<file path="src/design/gpc_pkg.sv">
package gpc_pkg;

   // Fixed field widths of the streams and the register port.
   localparam int PIXEL_BITS      = 8;
   localparam int COUNT_OUT_BITS  = 32;
   localparam int REQ_DATA_BITS   = 24;
   localparam int WIDTH_REG_BITS  = 13;
   localparam int HEIGHT_REG_BITS = 16;
   localparam int DIR_REG_BITS    = 2;
   localparam int CSR_INDEX_BITS  = 2;
   localparam int CSR_DATA_BITS   = 16;

   localparam logic [WIDTH_REG_BITS-1:0]  WIDTH_RESET  = 13'd4096;
   localparam logic [HEIGHT_REG_BITS-1:0] HEIGHT_RESET = 16'd1;

   // Register indexes of the configuration port.
   typedef enum logic [CSR_INDEX_BITS-1:0] {
      REG_IMAGE_WIDTH,
      REG_IMAGE_HEIGHT,
      REG_DIRECTION
   } csr_reg_type;

   // Neighbour direction: left, up-right, up, up-left.
   typedef enum logic [DIR_REG_BITS-1:0] {
      DIR_LEFT,
      DIR_UP_RIGHT,
      DIR_UP,
      DIR_UP_LEFT
   } direction_type;

   typedef enum logic {
      ACTION_PIXEL,
      ACTION_READ
   } action_type;

   // Where the neighbour value of a pixel comes from.
   typedef enum logic [1:0] {
      Q_LEFT,
      Q_ABOVE,
      Q_ABOVE_NEXT,
      Q_ABOVE_LEFT
   } qsel_type;

   // Operation applied to one bin by the read-modify-write pipeline.
   typedef enum logic [1:0] {
      OP_INC1,
      OP_INC2,
      OP_CLEAR
   } bin_op_type;

   typedef struct packed {
      logic [WIDTH_REG_BITS-1:0]  width;
      logic [HEIGHT_REG_BITS-1:0] height;
      direction_type              direction;
   } cfg_type;

   // One item handed from the pixel front end to the pair sequencer.
   typedef struct packed {
      action_type            action;
      logic [PIXEL_BITS-1:0] p;
      logic [PIXEL_BITS-1:0] q;
      logic [PIXEL_BITS-1:0] bin_row;
      logic [PIXEL_BITS-1:0] bin_col;
   } pair_item_type;

   typedef struct packed {
      logic       valid;
      bin_op_type op;
   } bin_slot_type;

endpackage

</file>
<file path="src/design/gpc_pair_seq.sv">
module gpc_pair_seq #(
   parameter int LEVEL_BITS = 8
) (
   input  logic                          clock,
   input  logic                          reset,
   input  logic                          item_valid,
   input  gpc_pkg::pair_item_type        item,
   output logic                          item_ready,
   input  logic                          rd_ok,
   output gpc_pkg::bin_slot_type         slot,
   output logic [2*LEVEL_BITS-1:0]       slot_addr
);
   import gpc_pkg::*;

   localparam int ADDR_BITS = 2 * LEVEL_BITS;

   logic                 b_valid_ff, b_valid_in;
   logic                 b_read_ff, b_read_in;
   logic                 b_twice_ff, b_twice_in;
   logic                 b_second_ff, b_second_in;
   logic [ADDR_BITS-1:0] b_addr1_ff, b_addr1_in;
   logic [ADDR_BITS-1:0] b_addr2_ff, b_addr2_in;

   logic                  done, load;
   logic [LEVEL_BITS-1:0] p_lvl, q_lvl;

   // Issue one bin operation per cycle for the held item; a read waits for rd_ok.
   always_comb begin
      slot.valid = 1'b0;
      slot.op    = OP_INC1;
      slot_addr  = b_addr1_ff;
      done       = 1'b0;
      if (b_valid_ff) begin
         if (b_read_ff) begin
            slot.valid = rd_ok;
            slot.op    = OP_CLEAR;
            done       = rd_ok;
         end else if (!b_twice_ff) begin
            slot.valid = 1'b1;
            slot.op    = OP_INC2;
            done       = 1'b1;
         end else if (!b_second_ff) begin
            slot.valid = 1'b1;
         end else begin
            slot.valid = 1'b1;
            slot_addr  = b_addr2_ff;
            done       = 1'b1;
         end
      end
      item_ready = !b_valid_ff || done;
      load       = item_valid && item_ready;
   end

   // Load a new item: a read names one bin, a pixel pair names one or two.
   always_comb begin
      p_lvl       = item.p[LEVEL_BITS-1:0];
      q_lvl       = item.q[LEVEL_BITS-1:0];
      b_valid_in  = b_valid_ff && !done;
      b_read_in   = b_read_ff;
      b_twice_in  = b_twice_ff;
      b_second_in = b_second_ff;
      b_addr1_in  = b_addr1_ff;
      b_addr2_in  = b_addr2_ff;
      if (b_valid_ff && !b_read_ff && b_twice_ff && !b_second_ff) begin
         b_second_in = 1'b1;
      end
      if (load) begin
         b_valid_in  = 1'b1;
         b_read_in   = item.action == ACTION_READ;
         b_twice_in  = (item.action == ACTION_PIXEL) && (p_lvl != q_lvl);
         b_second_in = 1'b0;
         if (item.action == ACTION_READ) begin
            b_addr1_in = {item.bin_row[LEVEL_BITS-1:0], item.bin_col[LEVEL_BITS-1:0]};
         end else begin
            b_addr1_in = {p_lvl, q_lvl};
         end
         b_addr2_in = {q_lvl, p_lvl};
      end
   end

   always_ff @(posedge clock) begin
      if (reset) begin
         b_valid_ff  <= 1'b0;
         b_second_ff <= 1'b0;
      end else begin
         b_valid_ff  <= b_valid_in;
         b_second_ff <= b_second_in;
      end
   end

   always_ff @(posedge clock) begin
      b_read_ff  <= b_read_in;
      b_twice_ff <= b_twice_in;
      b_addr1_ff <= b_addr1_in;
      b_addr2_ff <= b_addr2_in;
   end

endmodule

</file>
<file path="config.mk">
export PLATFORM = sky130hd
export DESIGN_NAME = gpc_pair_seq
export DESIGN_NICKNAME = d
export VERILOG_FILES = /design/src/design/gpc_pkg.sv /design/src/design/gpc_pair_seq.sv
export SDC_FILE = /design/constraint.sdc
export NUM_CORES = 1
export LEC_CHECK = 0
export BUFFER_PORTS_ARGS = -buffer_cell sky130_fd_sc_hd__buf_2
export CAP_MARGIN = 20
export CELL_PAD_IN_SITES_DETAIL_PLACEMENT = 1
export CELL_PAD_IN_SITES_GLOBAL_PLACEMENT = 2
export CORE_UTILIZATION = 30
export CTS_CLUSTER_DIAMETER = 80
export CTS_CLUSTER_SIZE = 40
export DETAILED_ROUTE_END_ITERATION = 8
export PLACE_DENSITY = 0.77
export SLEW_MARGIN = 10
export SYNTH_ARGS = -nofsm -noshare
export SYNTH_HDL_FRONTEND = slang
export SYNTH_SLANG_ARGS = --single-unit
export TNS_END_PERCENT = 5
</file>
<file path="constraint.sdc">
create_clock -name clock -period 2.09 [get_ports clock]
set_input_delay 0.3135 -clock clock [delete_from_list [all_inputs] [get_ports clock]]
set_output_delay 0.3135 -clock clock [all_outputs]
set_load 0.005 [all_outputs]
</file>
==> flow_summary.yaml <==
run_status:
  status: "complete, no violations"
clock_tree:
  postCtsHoldBufs: 0
  clkLatencyLatePin_ns: 0.28
  clk_pin_slew_worst_paths_ns: 0.07
  post_cts_buffers: 0
  htreeDepth: 2
  cts_tree: "built"
  cts_made_buffers: 5
  cts_root_buf: "clkbuf_8"
  cts.sinks: 36
  cts_buffer_depth: 2
detailed_routing:
  wl_met1_um: 1396
  drtIter0Drc: 35
  ant_nets: 0
  wl_um: 3394
  drc: 0
  wire_per_inst_um: 15.02
  wl_met3_um: 215
  viasPerCell: 4.473
  top_layer_used: "met4"
  met2_length_um: 1745
  dr.pass1.iters: 3
  dr_total_vias: 1011
finish:
  finish.net_count: 193
  instances_no_fill: 226
  nFillCells: 559
  syn2layout_area_growth_pct: 26.71
  num_antenna_cells: 0
  ff_latch_area_mm2: 0.001061
  multiInputGateArea_um2: 578.1
  drive_gt1_frac: 0.6218
timing:
  layout_setup_ws_ns: 0.1116
  maxSlewHeadroom: 0.6924
  rsz0062_at_grt: "false"
  hold_violations: 0
  fmax_mhz: 505.5
  skew_ns: 0.003005
  period_minus_slack_ns: 1.978
  worst_slew_pin_slew_ns: 0.4566
  finalMaxSlewViolations: 0
  fin_setup_tns_ns: 0
  finalSetupViolCount: 0
  fin_crit_sh: 0.9466
yosys:
  ys_seq_area_frac: 0.6381
  synthAdderAreaFrac: 0
  synth_simple_gate_area_frac: 0.04665
  synth_compound_area_frac: 0.01354
  syn_area_mm2: 0.001663
  syn_inst: 95
  synth-seq-cells: 36
  yosysWarnings: 0
  ys_types: 18
  syn_nets: 132
  syn_avg_cell_area_um2: 17.50
  synthMuxAreaShare: 0.2393
  synth_xor_area_frac: 0.04214
  synth_top_family_by_area: "multiplexers"
placed_design:
  post-place-ws_ns: 0.2853
  port_buffers: 56
  gp_congestion: 0.6959
  placed_cells: 219
  dp_hpwl_um: 2454
grt:
  grt_pass1_wl_um: 5347
  grt_util_all_layers: 0.1215
  overflow: 0
  first_global_vias: 1135
  grt_max_degree: 35
  antenna_found_initial: 0
setup_path:
  worstSetupPathType: "reg2out"
  required_ns: 1.78
  timing.rr.end: "b_addr2_ff[10]"
  critical_path.top_delay_family: "simple AND/OR/NAND/NOR gates"
  cp_slowest_stage_delay_ns: 0.44
  timing.rr.start: "b_read_ff"
  ff2ff_setup_slack_ns: 0.29
  crit_cells: 4
  cp.arrival_ns: 1.66
  endpoint_kind: "output pin"
  worst-path-max-fanout: 16
  cp-start-kind: "register"
  cp_num_buf_inv: 1
  crit_chain: "and3b_2 > nand2_8 > mux2_4 > buf_2"
  reg2reg_depth: 4
  slowest_stage: "edfxtp_1"
power_and_ir_drop:
  comb_power_share: 0.125
  p_leak_nw: 0.8688
  pwr-share-clk: 0.303
  switching_share: 0.2221
  vdd_ir_drop_max_uv: 306.1
  pwr-share-seq: 0.573
  p_int_mw: 1.170
  switchingPower_mw: 0.3341
  pwr_density_cell_mw_per_mm2: 713.9
floorplan:
  die_area_mm2: 0.005845
  start_util: 0.3175
  pin_count: 57
  dieHeight_um: 76.45
  die_w_um: 76.45
  rows: 26
  core-area_mm2: 0.005238
worst_hold_path:
  min_path_type: "in2reg"
  hold_start: "reset"
  hold_path_depth: 2
  min_delay_worst_endpoint: "b_valid_ff"
flow_run:
  maxCapViolCount: 0
cells in the final DEF, fill, tap and decap left out:
master,netlist,layout
nor2b_1,2,2
mux2_4,10,10
o21ai_0,1,1
and3b_2,1,1
inv_1,1,1
buf_12,1,1
a21oi_1,2,2
nor4_1,2,2
nor2_1,1,1
nor3b_1,2,2
xor2_1,8,8
and2_1,2,1
edfxtp_1,34,34
a211oi_1,1,1
clkbuf_8,0,5
clkinv_1,0,2
buf_2,2,56
and2_2,0,1
dfxtp_1,2,2
mux2_2,22,22
nand2_8,0,1
cell families after synthesis:
kind of cell    Yosys count
flops                    36
compound gates            4
mux                      32
xor+xnor                  8
simple gates             11
buf+inv                   4
cell type report:
cell class | instances | share of cell area
clock inverter | 2 | 0.003563
inverter | 1 | 0.001781
multi-input combinational | 55 | 0.2743
sequential | 36 | 0.5036
timing repair buffer | 57 | 0.1425
clock buffer | 5 | 0.03266
tap | 70 | 0.04157
repair_timing:
action                     4_1_cts  5_1_grt
gates resized for setup          0        1
setup endpoints to repair        0       13
hold endpoints to repair         0        0
sequential cells by signal, indices dropped and copies added, names as in the netlist:
signal / count
b_second_ff: 1
b_twice_ff: 1
b_addr2_ff: 16
b_addr1_ff: 16
b_read_ff: 1
b_valid_ff: 1
power groups by stage:
| stage | sequential [mW] | clock (mW) | combinational [mW] |
|---|---|---|---|
| 2_1_floorplan | 0.872 | 0 | 0.0965 |
| 3_3_place_gp | 0.874 | 0 | 0.184 |
| 3_5_place_dp | 0.878 | 0 | 0.189 |
| 4_1_cts | 0.862 | 0.469 | 0.191 |
| 5_1_grt | 0.866 | 0.494 | 0.205 |
| 6_report | 0.861 | 0.455 | 0.188 |
cell usage after synthesis:
library cell | n | share of area
inv_1 | 1 | 0.0023
nor4_1 | 2 | 0.0075
nor3b_1 | 2 | 0.0090
and3b_2 | 1 | 0.0060
nor2_1 | 1 | 0.0023
buf_2 | 2 | 0.0060
nor2b_1 | 2 | 0.0075
a21oi_1 | 2 | 0.0060
buf_12 | 1 | 0.012
xor2_1 | 8 | 0.042
dfxtp_1 | 2 | 0.024
mux2_4 | 10 | 0.090
nand2_4 | 1 | 0.0068
mux2_2 | 22 | 0.15
edfxtp_1 | 34 | 0.61
and2_1 | 2 | 0.0075
a211oi_1 | 1 | 0.0045
o21ai_0 | 1 | 0.0030
metal layers:
metal | up-vias | track usage
met3 | 4 | 0.04790
met5 | - | 0
li1 | 481 | -
met4 | 0 | 0.03462
met1 | 491 | 0.1373
met2 | 35 | 0.2108
worst max path at each step:
stage,startpoint,endpoint,slack [ns]
global placement,b_read_ff,slot_addr[11],0.40
global route,b_read_ff,slot_addr[12],0.03
CTS,b_read_ff,slot_addr[11],0.05
floorplan,b_read_ff,b_addr1_ff[0],0.24
finish,b_read_ff,slot_addr[12],0.11
detailed placement,b_read_ff,b_addr1_ff[14],0.29
stage by stage:
step	power, mW	area (um2)	hold WS (ns)	utilization
final	1.504	2107	0.1951	0.4023
after global routing	1.565	2107	0.1991	0.4023
after CTS	1.522	2098	0.1916	0.4006
after detailed placement	1.067	2022	0.4978	0.3860
after global placement	1.058	2022	0.4884	0.3860
after floorplan	0.9685	1664	0.3826	-
No activity file was read; power rests on OpenSTA's default activity.
